File: config.mk
export PLATFORM = sky130hd
export DESIGN_NAME = aspc_classify
export DESIGN_NICKNAME = d
export VERILOG_FILES = /design/src/hdl/aspc_pkg.sv /design/src/hdl/aspc_classify.sv
export SDC_FILE = /design/constraint.sdc
export NUM_CORES = 1
export LEC_CHECK = 0
export BUFFER_PORTS_ARGS = -buffer_cell sky130_fd_sc_hd__buf_2
export CAP_MARGIN = 20
export CORE_ASPECT_RATIO = 0.8
export CORE_UTILIZATION = 35
export CTS_CLUSTER_SIZE = 10
export DETAILED_ROUTE_END_ITERATION = 16
export PLACE_DENSITY_LB_ADDON = 0.25
export SYNTH_ARGS = -nofsm -noshare
export SYNTH_HDL_FRONTEND = slang
export SYNTH_SLANG_ARGS = --single-unit
export TNS_END_PERCENT = 1
File: constraint.sdc
create_clock -name clk_i -period 2 [get_ports clk_i]
set_input_delay 0.2 -clock clk_i [delete_from_list [all_inputs] [get_ports clk_i]]
set_output_delay 0.2 -clock clk_i [all_outputs]
set_load 0.03 [all_outputs]
File: src/hdl/aspc_pkg.sv
// ----------------------------------------------------------------------------
// aspc_pkg
// Shared types and constants of the arc sector point classifier: register
// indexes, class codes, configuration and geometry bundles, stage payloads.
// ----------------------------------------------------------------------------
`default_nettype none

package aspc_pkg;

  // fixed field widths
  localparam int unsigned CoordW   = 32;
  localparam int unsigned TrigW    = 18;
  localparam int unsigned WidthW   = 31;
  localparam int unsigned TrigFrac = 16;
  localparam int unsigned CenterW  = 34;
  localparam int unsigned SquareW  = 64;
  localparam int unsigned CfgIdxW  = 3;

  // configuration register indexes
  typedef enum logic [CfgIdxW-1:0] {
    REG_ROT_COS    = 3'd0,
    REG_ROT_SIN    = 3'd1,
    REG_DOWN_SHIFT = 3'd2,
    REG_SECT_WIDTH = 3'd3,
    REG_RADIUS_A   = 3'd4,
    REG_RADIUS_B   = 3'd5
  } cfg_reg_e;

  // region class codes
  typedef enum logic [1:0] {
    CLASS_WRONG_SIDE = 2'd0,
    CLASS_BELOW      = 2'd1,
    CLASS_INSIDE     = 2'd2,
    CLASS_BEYOND     = 2'd3
  } region_class_e;

  // rotation and shift settings
  typedef struct packed {
    logic signed [TrigW-1:0]  rot_cos;
    logic signed [TrigW-1:0]  rot_sin;
    logic signed [CoordW-1:0] down_shift;
  } rot_cfg_t;

  // derived sector geometry
  typedef struct packed {
    logic signed [CenterW-1:0] inner_center_y;
    logic signed [CenterW-1:0] outer_center_y;
    logic [SquareW-1:0]        inner_radius_squared;
    logic [SquareW-1:0]        outer_radius_squared;
    logic                      sign_change;
  } geom_t;

  // squared distance terms of one point
  typedef struct packed {
    logic               wrong_side;
    logic               sat_x;
    logic               sat_in;
    logic               sat_out;
    logic [SquareW-1:0] dx2;
    logic [SquareW-1:0] dy_in2;
    logic [SquareW-1:0] dy_out2;
  } dist_t;

endpackage

`default_nettype wire

File: src/hdl/aspc_classify.sv
// ----------------------------------------------------------------------------
// aspc_classify
// Saturating distance sums, comparison against the squared radii and the
// region decision, held in the output register.
// ----------------------------------------------------------------------------
`default_nettype none

module aspc_classify (
  input  wire logic        clk_i,
  input  wire logic        rst_ni,
  input  wire logic        en_i,
  input  wire logic        valid_i,
  input  aspc_pkg::dist_t  dist_i,
  input  aspc_pkg::geom_t  geom_i,
  output logic             valid_o,
  output logic [1:0]       region_class_o
);

  logic [64:0]                   sum_in, sum_out;
  logic                          sat_in, sat_out, over_inner, under_outer, in_region;
  aspc_pkg::region_class_e       class_d, class_q;
  logic                          v5_q;

  // distance tests, a saturated sum is beyond any squared radius
  always_comb begin
    sum_in      = {1'b0, dist_i.dx2} + {1'b0, dist_i.dy_in2};
    sum_out     = {1'b0, dist_i.dx2} + {1'b0, dist_i.dy_out2};
    sat_in      = dist_i.sat_x | dist_i.sat_in | sum_in[64];
    sat_out     = dist_i.sat_x | dist_i.sat_out | sum_out[64];
    over_inner  = sat_in | (sum_in[63:0] >= geom_i.inner_radius_squared);
    under_outer = !sat_out && (sum_out[63:0] <= geom_i.outer_radius_squared);
    // sign change inverts the outer test
    in_region   = geom_i.sign_change ? (over_inner && !under_outer)
                                     : (over_inner && under_outer);
    if (dist_i.wrong_side) begin
      class_d = aspc_pkg::CLASS_WRONG_SIDE;
    end else if (in_region) begin
      class_d = aspc_pkg::CLASS_INSIDE;
    end else if (!over_inner) begin
      class_d = aspc_pkg::CLASS_BELOW;
    end else begin
      class_d = aspc_pkg::CLASS_BEYOND;
    end
  end

  // output valid
  always_ff @(posedge clk_i or negedge rst_ni) begin
    if (!rst_ni) begin
      v5_q <= 1'b0;
    end else if (en_i) begin
      v5_q <= valid_i;
    end
  end

  // output payload
  always_ff @(posedge clk_i) begin
    if (en_i) begin
      class_q <= class_d;
    end
  end

  assign valid_o        = v5_q;
  assign region_class_o = class_q;

endmodule

`default_nettype wire

==> flow_metrics.py <==
metrics = {
    "run_status": {
        "outcome": "complete, but fails checks",
        "violations": "setup timing",
    },
    "sta": {
        "setup_viol": 2,
        "maxSlewViolCount": 0,
        "layout_setup_ws_ns": -2.94,
        "tightest_slew_ns": 0.631,
        "slew_headroom": 0.575,
        "finalCriticalPeriod_ns": 4.94,
        "final.period_utilization": 2.47,
        "clock_skew_ns": 0,
        "hold_ws_ns": 0.215,
        "rsz0062_at_grt": "yes",
        "hold_viol_final": 0,
        "clock.fmax_mhz": 202,
    },
    "routing": {
        "drt_iter0_drc": 661,
        "first_pass_iters": 5,
        "vias": 13800,
        "top_layer": "met5",
        "wl_met3_um": 1990,
        "route.antenna.remaining_nets": 0,
        "drc_errors": 0,
        "wl_per_cell_um": 15.7,
        "drt-met1-wl_um": 21500,
        "dr_wl_met2_um": 17900,
        "viasPerCell": 5.14,
        "routed_wl_um": 42000,
    },
    "layout": {
        "fillers": 2945,
        "drive_gt1_frac": 0.386,
        "final_core_util": 0.556,
        "multi_input_area_mm2": 0.0100,
        "seqCellArea_um2": 85.1,
        "syn_to_final_growth_pct": 54.0,
        "nets": 2927,
    },
    "flow_run": {
        "drv_cap": 0,
    },
    "hold_path": {
        "whs_path_depth": 2,
        "hp-class": "input pin to register",
    },
    "global_routing": {
        "gr-total-overflow": 0,
        "antenna_found_initial": 8,
        "grt_pass1_vias": 13400,
        "grt_max_degree": 10,
        "grt_usage": 0.261,
        "grt_first_pass_wirelength_um": 66100,
    },
    "critical_path": {
        "cp.arrival_ns": 4.91,
        "crit_fanout": 4,
        "crit_type": "input pin to register",
        "start_kind": "input pin",
        "path_depth": 24,
        "crit_chain": "buf_2 > buf_4 > ha_4 > a211oi_2 > o21a_2 > or4_4 > o211ai_4 > o2111a_2 > o311ai_4 > o31ai_2 > a21o_1 > a31oi_2 > xnor2_1 > ha_1 > nand4_1 > nor4bb_4 > nand3_2 > nor2_2 > nand3_2 > or3_1 > a21oi_2 > o31ai_2 > xor2_1 > o21ba_1",
        "critPathRequiredTime_ns": 1.97,
        "rr_worst_depth": 1,
        "path_delay_family": "simple AND/OR/NAND/NOR gates",
        "critPathBufInv": 2,
        "critPathSlowestCell": "or4_4",
        "crit_path_max_incr_delay_ns": 0.55,
        "end_kind": "register",
    },
    "yosys": {
        "synthCells": 1514,
        "ys_dominant_reg_cell": "edfxtp_1",
        "synth_top_cell_area_share": 0.299,
        "synth-seq-cells": 3,
        "ys_seq_area_frac": 0.00793,
        "avgSynthCellArea_um2": 7.08,
        "synth_most_common_cell": "ha_1",
        "synth_cell_types": 96,
        "synth_common_cells": "ha_1, a21oi_1, inv_1, nand2_1, nor2_1",
        "yosysTopAreaCell": "ha_1",
        "synth_nets": 2169,
        "yosysWarningCount": 0,
        "syn-cell-area_mm2": 0.0107,
        "synth_edf_count": 2,
        "ys_async_sr_fraction": 0.333,
        "synth_area_leaders": "ha_1, a21oi_1, xnor2_1",
    },
    "placement": {
        "hpwl_um": 38100,
        "routabilityCongestion": 0.969,
        "port-buffer-count": 331,
    },
    "die": {
        "rows": 56,
        "io_pins": 400,
        "die_height_um": 159,
        "die_area_mm2": 0.0313,
        "core_mm2": 0.0297,
        "initial_core_util": 0.361,
        "die_w_um": 198,
    },
    "clock_network": {
        "htreeDepth": 1,
        "cts_tree": "done",
        "clk_pin_slew_ns": 0.03,
        "clockBufferDepth": 2,
        "cts_num_sinks": 3,
        "insertion_delay_ns": 0.22,
        "cts_buffers": 3,
        "cts_root_buffer": "clkbuf_16",
    },
    "power_and_ir_drop": {
        "irDropWorstVdd_uv": 215,
        "p_per_area_mw_per_mm2": 382,
        "p_leak_nw": 9.05,
    },
}
==> final timing paths <==
kind,start,endpoint,slack (ns)
min in group asynchronous,rst_ni,valid_o,0.29
hold / removal,valid_i,valid_o,0.22
max in group asynchronous,rst_ni,valid_o,1.62
setup / recovery,dist_i[129],region_class_o[0],-2.94
setup reg to reg,valid_o,valid_o,1.26
hold reg to reg,valid_o,valid_o,0.51
==> layout by cell type (no fill, tap or decap), types with 8 or more instances in the layout <==
cell type	synthesis	layout
a21oi_1	177	172
a211oi_1	21	17
buf_4	1	463
nor3_1	18	18
nand2_1	110	110
a21o_1	70	70
inv_1	166	166
and4_1	8	8
o21a_1	23	22
diode_2	0	8
nor2b_1	15	15
xor2_1	42	42
ha_1	256	250
o21ai_1	13	17
o21ai_0	87	80
buf_2	12	331
o211ai_1	13	13
a31oi_1	14	9
nand2b_1	12	12
xnor2_1	77	77
o21bai_1	25	25
and3_1	14	14
nor2_1	88	86
nand4_1	46	46
nand3_1	36	33
==> per-stage QoR <==
stage | TNS (ns) | total power [mW] | instance area, um^2 | cells | worst slack (ns)
after global placement | -6.51 | 5.69 | 16200 | 2669 | -3.40
after CTS | -5.82 | 6.25 | 16400 | 2676 | -2.98
after floorplan | -4.95 | 3.27 | 10800 | 1514 | -2.58
after global routing | -6.42 | 6.98 | 16500 | 2684 | -3.24
after detailed placement | -6.78 | 5.81 | 16200 | 2669 | -3.48
final | -5.80 | 6.31 | 16500 | 2685 | -2.94
==> kinds of logic (layout without fill, tap and decap cells) <==
logic type / after synthesis / after routing / share of synthesized area
AND/OR/NAND/NOR: 387 / 387 / 0.180
AO/OA/AOI/OAI: 534 / 534 / 0.328
flip-flops: 3 / 3 / 0.00793
other: 0 / 8 / 0
buffers and inverters: 211 / 968 / 0.0824
multiplexers: 2 / 2 / 0.00198
XOR/XNOR: 119 / 119 / 0.0972
adder cells (fa/ha/maj): 258 / 258 / 0.302
==> flip-flops by register name, summed over array words and instances, names as in the netlist <==
name	flops
region_class_o	2
valid_o	1
==> where the power goes <==
part | leakage, nW | internal (mW) | switching (mW) | total, mW
clock network | 0.0382 | 0.263 | 0.0569 | 0.320
logic | 8.98 | 2.99 | 2.93 | 5.92
registers | 0.0311 | 0.0742 | 0.00168 | 0.0759
total | 9.05 | 3.32 | 2.99 | 6.31
==> routing by layer <==
metal  GRT usage  up-vias
met5           0        -
met4      0.0465        2
met3      0.0144       42
met2       0.417      412
met1       0.385     6273
li1            -     7077
==> layout make-up <==
cell class,instances,area share
Tap cell,406,0.0308
Multi-Input combinational cell,1300,0.607
Timing Repair Buffer,797,0.313
Antenna cell,8,0.00121
Inverter,167,0.0380
Clock buffer,4,0.00477
Sequential cell,3,0.00515
==> what timing repair did <==
| action | CTS | global route |
|---|---|---|
| buffers inserted | 2 | 1 |
| hold endpoints to repair | 1 | 0 |
| setup endpoints to repair | 2 | 2 |
| hold buffers | 1 | 0 |
| resized for setup | 28 | 16 |
| pin swaps | 12 | 12 |
No activity file was read; power rests on OpenSTA's default activity.
