$ cat src/hdl/aspc_pkg.sv
// ----------------------------------------------------------------------------
// aspc_pkg
// Shared types and constants of the arc sector point classifier: register
// indexes, class codes, configuration and geometry bundles, stage payloads.
// ----------------------------------------------------------------------------
`default_nettype none

package aspc_pkg;

  // fixed field widths
  localparam int unsigned CoordW   = 32;
  localparam int unsigned TrigW    = 18;
  localparam int unsigned WidthW   = 31;
  localparam int unsigned TrigFrac = 16;
  localparam int unsigned CenterW  = 34;
  localparam int unsigned SquareW  = 64;
  localparam int unsigned CfgIdxW  = 3;

  // configuration register indexes
  typedef enum logic [CfgIdxW-1:0] {
    REG_ROT_COS    = 3'd0,
    REG_ROT_SIN    = 3'd1,
    REG_DOWN_SHIFT = 3'd2,
    REG_SECT_WIDTH = 3'd3,
    REG_RADIUS_A   = 3'd4,
    REG_RADIUS_B   = 3'd5
  } cfg_reg_e;

  // region class codes
  typedef enum logic [1:0] {
    CLASS_WRONG_SIDE = 2'd0,
    CLASS_BELOW      = 2'd1,
    CLASS_INSIDE     = 2'd2,
    CLASS_BEYOND     = 2'd3
  } region_class_e;

  // rotation and shift settings
  typedef struct packed {
    logic signed [TrigW-1:0]  rot_cos;
    logic signed [TrigW-1:0]  rot_sin;
    logic signed [CoordW-1:0] down_shift;
  } rot_cfg_t;

  // derived sector geometry
  typedef struct packed {
    logic signed [CenterW-1:0] inner_center_y;
    logic signed [CenterW-1:0] outer_center_y;
    logic [SquareW-1:0]        inner_radius_squared;
    logic [SquareW-1:0]        outer_radius_squared;
    logic                      sign_change;
  } geom_t;

  // squared distance terms of one point
  typedef struct packed {
    logic               wrong_side;
    logic               sat_x;
    logic               sat_in;
    logic               sat_out;
    logic [SquareW-1:0] dx2;
    logic [SquareW-1:0] dy_in2;
    logic [SquareW-1:0] dy_out2;
  } dist_t;

endpackage

`default_nettype wire

$ cat src/hdl/aspc_cfg.sv
// ----------------------------------------------------------------------------
// aspc_cfg
// Configuration registers and the two-stage derivation of the sector
// geometry: radius ordering and circle centres, then squared radii.
// ----------------------------------------------------------------------------
`default_nettype none

module aspc_cfg (
  input  wire logic                          clk_i,
  input  wire logic                          rst_ni,
  input  wire logic                          cfg_valid_i,
  input  wire logic [aspc_pkg::CfgIdxW-1:0]  cfg_index_i,
  input  wire logic [aspc_pkg::CoordW-1:0]   cfg_data_i,
  output aspc_pkg::rot_cfg_t                 rot_o,
  output aspc_pkg::geom_t                    geom_o
);

  aspc_pkg::rot_cfg_t              rot_q;
  logic [aspc_pkg::WidthW-1:0]     width_q;
  logic signed [aspc_pkg::CoordW-1:0] rad_a_q, rad_b_q;

  logic signed [aspc_pkg::CenterW-1:0] ic_d, ic_q, oc_d, oc_q;
  logic                                sc_d, sc_q;
  logic [aspc_pkg::CoordW-1:0]         mag_in_d, mag_in_q, mag_out_d, mag_out_q;
  logic [aspc_pkg::SquareW-1:0]        r2_in_d, r2_in_q, r2_out_d, r2_out_q;

  logic signed [aspc_pkg::CoordW-1:0]  inner_sel, outer_sel, inner, outer;
  logic signed [aspc_pkg::CenterW-1:0] inner_ext, outer_ext, width_ext;
  logic                                both_neg, inner_pos, outer_pos;

  // register writes, unknown indexes ignored
  always_ff @(posedge clk_i or negedge rst_ni) begin
    if (!rst_ni) begin
      rot_q.rot_cos    <= 18'sd65536;
      rot_q.rot_sin    <= '0;
      rot_q.down_shift <= '0;
      width_q          <= '0;
      rad_a_q          <= '0;
      rad_b_q          <= '0;
    end else if (cfg_valid_i) begin
      case (aspc_pkg::cfg_reg_e'(cfg_index_i))
        aspc_pkg::REG_ROT_COS:    rot_q.rot_cos    <= cfg_data_i[aspc_pkg::TrigW-1:0];
        aspc_pkg::REG_ROT_SIN:    rot_q.rot_sin    <= cfg_data_i[aspc_pkg::TrigW-1:0];
        aspc_pkg::REG_DOWN_SHIFT: rot_q.down_shift <= cfg_data_i;
        aspc_pkg::REG_SECT_WIDTH: width_q          <= cfg_data_i[aspc_pkg::WidthW-1:0];
        aspc_pkg::REG_RADIUS_A:   rad_a_q          <= cfg_data_i;
        aspc_pkg::REG_RADIUS_B:   rad_b_q          <= cfg_data_i;
        default: ;
      endcase
    end
  end

  // order the radii, swap when both negative, place the centres
  always_comb begin
    inner_sel = (rad_a_q < rad_b_q) ? rad_a_q : rad_b_q;
    outer_sel = (rad_a_q < rad_b_q) ? rad_b_q : rad_a_q;
    both_neg  = inner_sel[aspc_pkg::CoordW-1] & outer_sel[aspc_pkg::CoordW-1];
    inner     = both_neg ? outer_sel : inner_sel;
    outer     = both_neg ? inner_sel : outer_sel;
    inner_ext = {{2{inner[aspc_pkg::CoordW-1]}}, inner};
    outer_ext = {{2{outer[aspc_pkg::CoordW-1]}}, outer};
    width_ext = {3'b000, width_q};
    inner_pos = !inner[aspc_pkg::CoordW-1] && (inner != '0);
    outer_pos = !outer[aspc_pkg::CoordW-1] && (outer != '0);
    sc_d      = inner[aspc_pkg::CoordW-1] && outer_pos;
    ic_d      = inner_pos ? (inner_ext + width_ext) : (inner_ext - width_ext);
    // with a sign change the outer centre is the outer radius plus the width
    oc_d      = (sc_d || !outer_pos) ? (outer_ext + width_ext) : (outer_ext - width_ext);
    mag_in_d  = inner[aspc_pkg::CoordW-1] ? (~inner + 32'd1) : inner;
    mag_out_d = outer[aspc_pkg::CoordW-1] ? (~outer + 32'd1) : outer;
  end

  // squared radii from the registered magnitudes
  always_comb begin
    r2_in_d  = mag_in_q * mag_in_q;
    r2_out_d = mag_out_q * mag_out_q;
  end

  // derived geometry, two register stages
  always_ff @(posedge clk_i or negedge rst_ni) begin
    if (!rst_ni) begin
      ic_q      <= '0;
      oc_q      <= '0;
      sc_q      <= 1'b0;
      mag_in_q  <= '0;
      mag_out_q <= '0;
      r2_in_q   <= '0;
      r2_out_q  <= '0;
    end else begin
      ic_q      <= ic_d;
      oc_q      <= oc_d;
      sc_q      <= sc_d;
      mag_in_q  <= mag_in_d;
      mag_out_q <= mag_out_d;
      r2_in_q   <= r2_in_d;
      r2_out_q  <= r2_out_d;
    end
  end

  assign rot_o                       = rot_q;
  assign geom_o.inner_center_y       = ic_q;
  assign geom_o.outer_center_y       = oc_q;
  assign geom_o.inner_radius_squared = r2_in_q;
  assign geom_o.outer_radius_squared = r2_out_q;
  assign geom_o.sign_change          = sc_q;

endmodule

`default_nettype wire

$ cat config.mk
export PLATFORM = sky130hd
export DESIGN_NAME = aspc_cfg
export DESIGN_NICKNAME = d
export VERILOG_FILES = /design/src/hdl/aspc_pkg.sv /design/src/hdl/aspc_cfg.sv
export SDC_FILE = /design/constraint.sdc
export NUM_CORES = 2
export LEC_CHECK = 0
export BUFFER_PORTS_ARGS = -buffer_cell sky130_fd_sc_hd__buf_2
export CAP_MARGIN = 30
export CELL_PAD_IN_SITES_DETAIL_PLACEMENT = 1
export CELL_PAD_IN_SITES_GLOBAL_PLACEMENT = 2
export CORE_MARGIN = 5
export CORE_UTILIZATION = 35
export DETAILED_ROUTE_END_ITERATION = 8
export PLACE_DENSITY_LB_ADDON = 0.1
export SYNTH_ARGS = -nofsm -noshare
export SYNTH_HDL_FRONTEND = slang
export SYNTH_SLANG_ARGS = --single-unit
$ cat constraint.sdc
create_clock -name clk_i -period 18.18 [get_ports clk_i]
set_input_delay 3.636 -clock clk_i [delete_from_list [all_inputs] [get_ports clk_i]]
set_output_delay 3.636 -clock clk_i [all_outputs]
set_load 0.005 [all_outputs]
==> reports/metrics.cfg <==
[cts]
clk_latency_ps = 750
h-tree-depth = 2
ctsHoldBuffers = 0
cts_root_buf = clkbuf_16
cts.repair.resized = 0
cts_buffer_depth = 3
postCtsSetupBuffers = 0
cts_tree = yes
cts_buffers = 58
clk_pin_slew_worst_paths_ps = 70
numClockSinks = 420

[die]
rows = 173
die_area_mm2 = 0.2334
die_y_um = 483.1
ios = 303
fp.dieW_um = 483.1
start_util_pct = 35.21
core-area_mm2 = 0.2225

[hold_path]
hold_class = flop to flop

[setup_path]
critPathMostFrequentCell = fa_1
endpoint_kind = flop
required_ps = 18770
worst-r2r-setup-slack_ps = 8830
cp-endpoint = r2_in_q[62]
cp_max_fo = 32
rr_startpoint = mag_in_q[10]
critPathSlowestCell = a2111oi_1
crit_type = flop to flop
critPathLaunch = mag_in_q[10]
cp.arrival_ps = 9950
r2r-end = r2_in_q[62]
r2r_cells = 26
cpPeakStageDelay_ps = 930
crit_path_start_kind = flop

[routing]
drcViolationCount = 0
vias = 54590
first_iter_violations = 2266
viasPerCell = 4.844
ant_nets = 0
drtPass1Iterations = 5
wl_um = 253800
wl_per_cell_um = 22.52

[global_route]
grt_pass1_vias = 63650
grt_pass1_wl_um = 396000
grtUsageTotal_pct = 22.06
grt.overflow.total = 0
antenna_found_initial = 7
grt_max_degree = 155

[sta]
setup_tns_ps = 0
rsz0062_at_grt = false
min_period_ps = 9351
fmax_mhz = 106.9
fin_crit_sh_pct = 51.44
drv_slew = 0
finalHoldViolCount = 0
slew_headroom_pct = 34.83
skew_ps = 72.63
layout_setup_ws_ps = 8829
worst_slew_pin_slew_ps = 977.5
setup_viol = 0

[place]
place_ws_ps = 8823
portBuffers = 300
place_congestion = 0.8533
dp_hpwl_um = 204900

[synthesis]
synth_edf_count = 0
netlist_instances = 8064
syn_area_mm2 = 0.07834
ys_seq_elements = 420
ys.warnings.count = 0
ys_seq_area_share_pct = 13.42
postSynth.asyncResetShare_pct = 100.0
syn_area_per_cell_um2 = 9.715
synth-main-ff-cell = dfrtp_1
synth_cell_type_count = 77

[status]
outcome = finished clean

[cells_and_area]
fin_util_pct = 38.40
fin_nets = 10560
final_cell_mix = inv_1 (2,020), fa_1 (1,586), ha_1 (693), nand2_1 (683), and2_1 (472)
final_common_cell = inv_1
drive_above_1_share_pct = 8.855
area_growth_pct = 9.070

[run]
max_cap_viol_count = 0

final cells by class:
cell class / count / area [µm²]
diodes: 4 / 10.01
clock buffers: 72 / 1604
clock inverters: 35 / 490.5
fillers: 25450 / 137100
inverters: 2020 / 7582
multi-input cells: 5341 / 59210
flip-flops and latches: 420 / 10510
well taps: 2975 / 3722
repair buffers: 401 / 2312
stage by stage:
step | instances | instance area [µm²] | hold slack [ps]
after floorplan | 8065 | 78340 | 425.0
after global placement | 11150 | 83290 | 484.4
after detailed placement | 11160 | 83310 | 489.8
after CTS | 11260 | 85410 | 506.9
after global routing | 11270 | 85440 | 518.5
final | 11270 | 85450 | 503.1
synthesized netlist by cell type (12+ instances only):
cell type	number	share of area, %
a31o_2	28	0.31
nand3_1	53	0.34
o31ai_1	14	0.13
o21ai_0	122	0.78
xor2_1	161	1.8
nor4_1	18	0.14
mux2i_1	20	0.26
fa_1	1586	41
nor2_1	244	1.2
and3_1	37	0.30
and2_1	472	3.8
nand2b_1	23	0.18
mux2_2	169	2.4
nand2_1	683	3.3
o21a_1	20	0.19
nor2b_1	38	0.30
nor3_1	68	0.43
o21ai_1	25	0.16
a211oi_1	26	0.25
a21oi_1	237	1.5
o21bai_1	41	0.39
inv_1	2020	9.7
nand4_1	21	0.17
or3_1	34	0.27
buf_2	12	0.077
a31oi_1	38	0.30
ha_1	693	11
o211ai_1	20	0.19
clkbuf_1	252	1.2
xnor2_1	208	2.3
a21o_1	102	0.98
or2_2	15	0.12
dfrtp_1	419	13
worst min-delay path by stage:
stage / startpoint / end / slack [ps] / depth (start not counted)
6_report: rot_o[16] / rot_o[16] / 500 / 1
5_1_grt: rot_o[38] / rot_o[38] / 520 / 1
4_1_cts: rot_o[21] / rot_o[21] / 510 / 1
3_5_place_dp: rot_o[9] / rot_o[9] / 490 / 1
3_3_place_gp: rot_o[33] / rot_o[33] / 480 / 1
2_1_floorplan: mag_out_q[0] / r2_out_q[0] / 430 / 0
sequential cells by signal, indices dropped and copies added, names as in the netlist, 32 cells and up:
register   flops
mag_in_q      32
ic_q          33
rad_b_q       32
mag_out_q     32
rad_a_q       32
r2_out_q      63
rot_o         68
oc_q          33
r2_in_q       63
routing by layer:
metal	GRT usage (%)	up-vias	share of wire, %
met1	29.95	28940	45
li1	-	24700	-
met5	0	-	0
met4	3.785	0	1.9
met3	2.484	171	3.7
met2	38.51	783	50
cells by family after synthesis:
kind of cell               after synthesis  synth area share [%]
and+or+nand+nor                       1745                 10.88
adders and majority gates             2279                 51.60
DFF                                    420                 13.42
buffers and inverters                 2304                 11.10
xor gates and xnor gates               370                 4.146
other                                    1              0.004787
AOI/OAI and AO/OA                      756                 6.165
muxes                                  189                 2.685
worst max-delay path, delay by kind of cell, from the launching register on:
family / cells / cell delay (ps)
simple gates: 4 / 780
buf+inv: 6 / 750
flops: 1 / 330
compound gates: 7 / 2710
fa+ha+maj: 9 / 4560
Power is left out: the tool's default activity adds up to more than one toggle a clock period on the data nets, which glitch-free logic cannot reach.
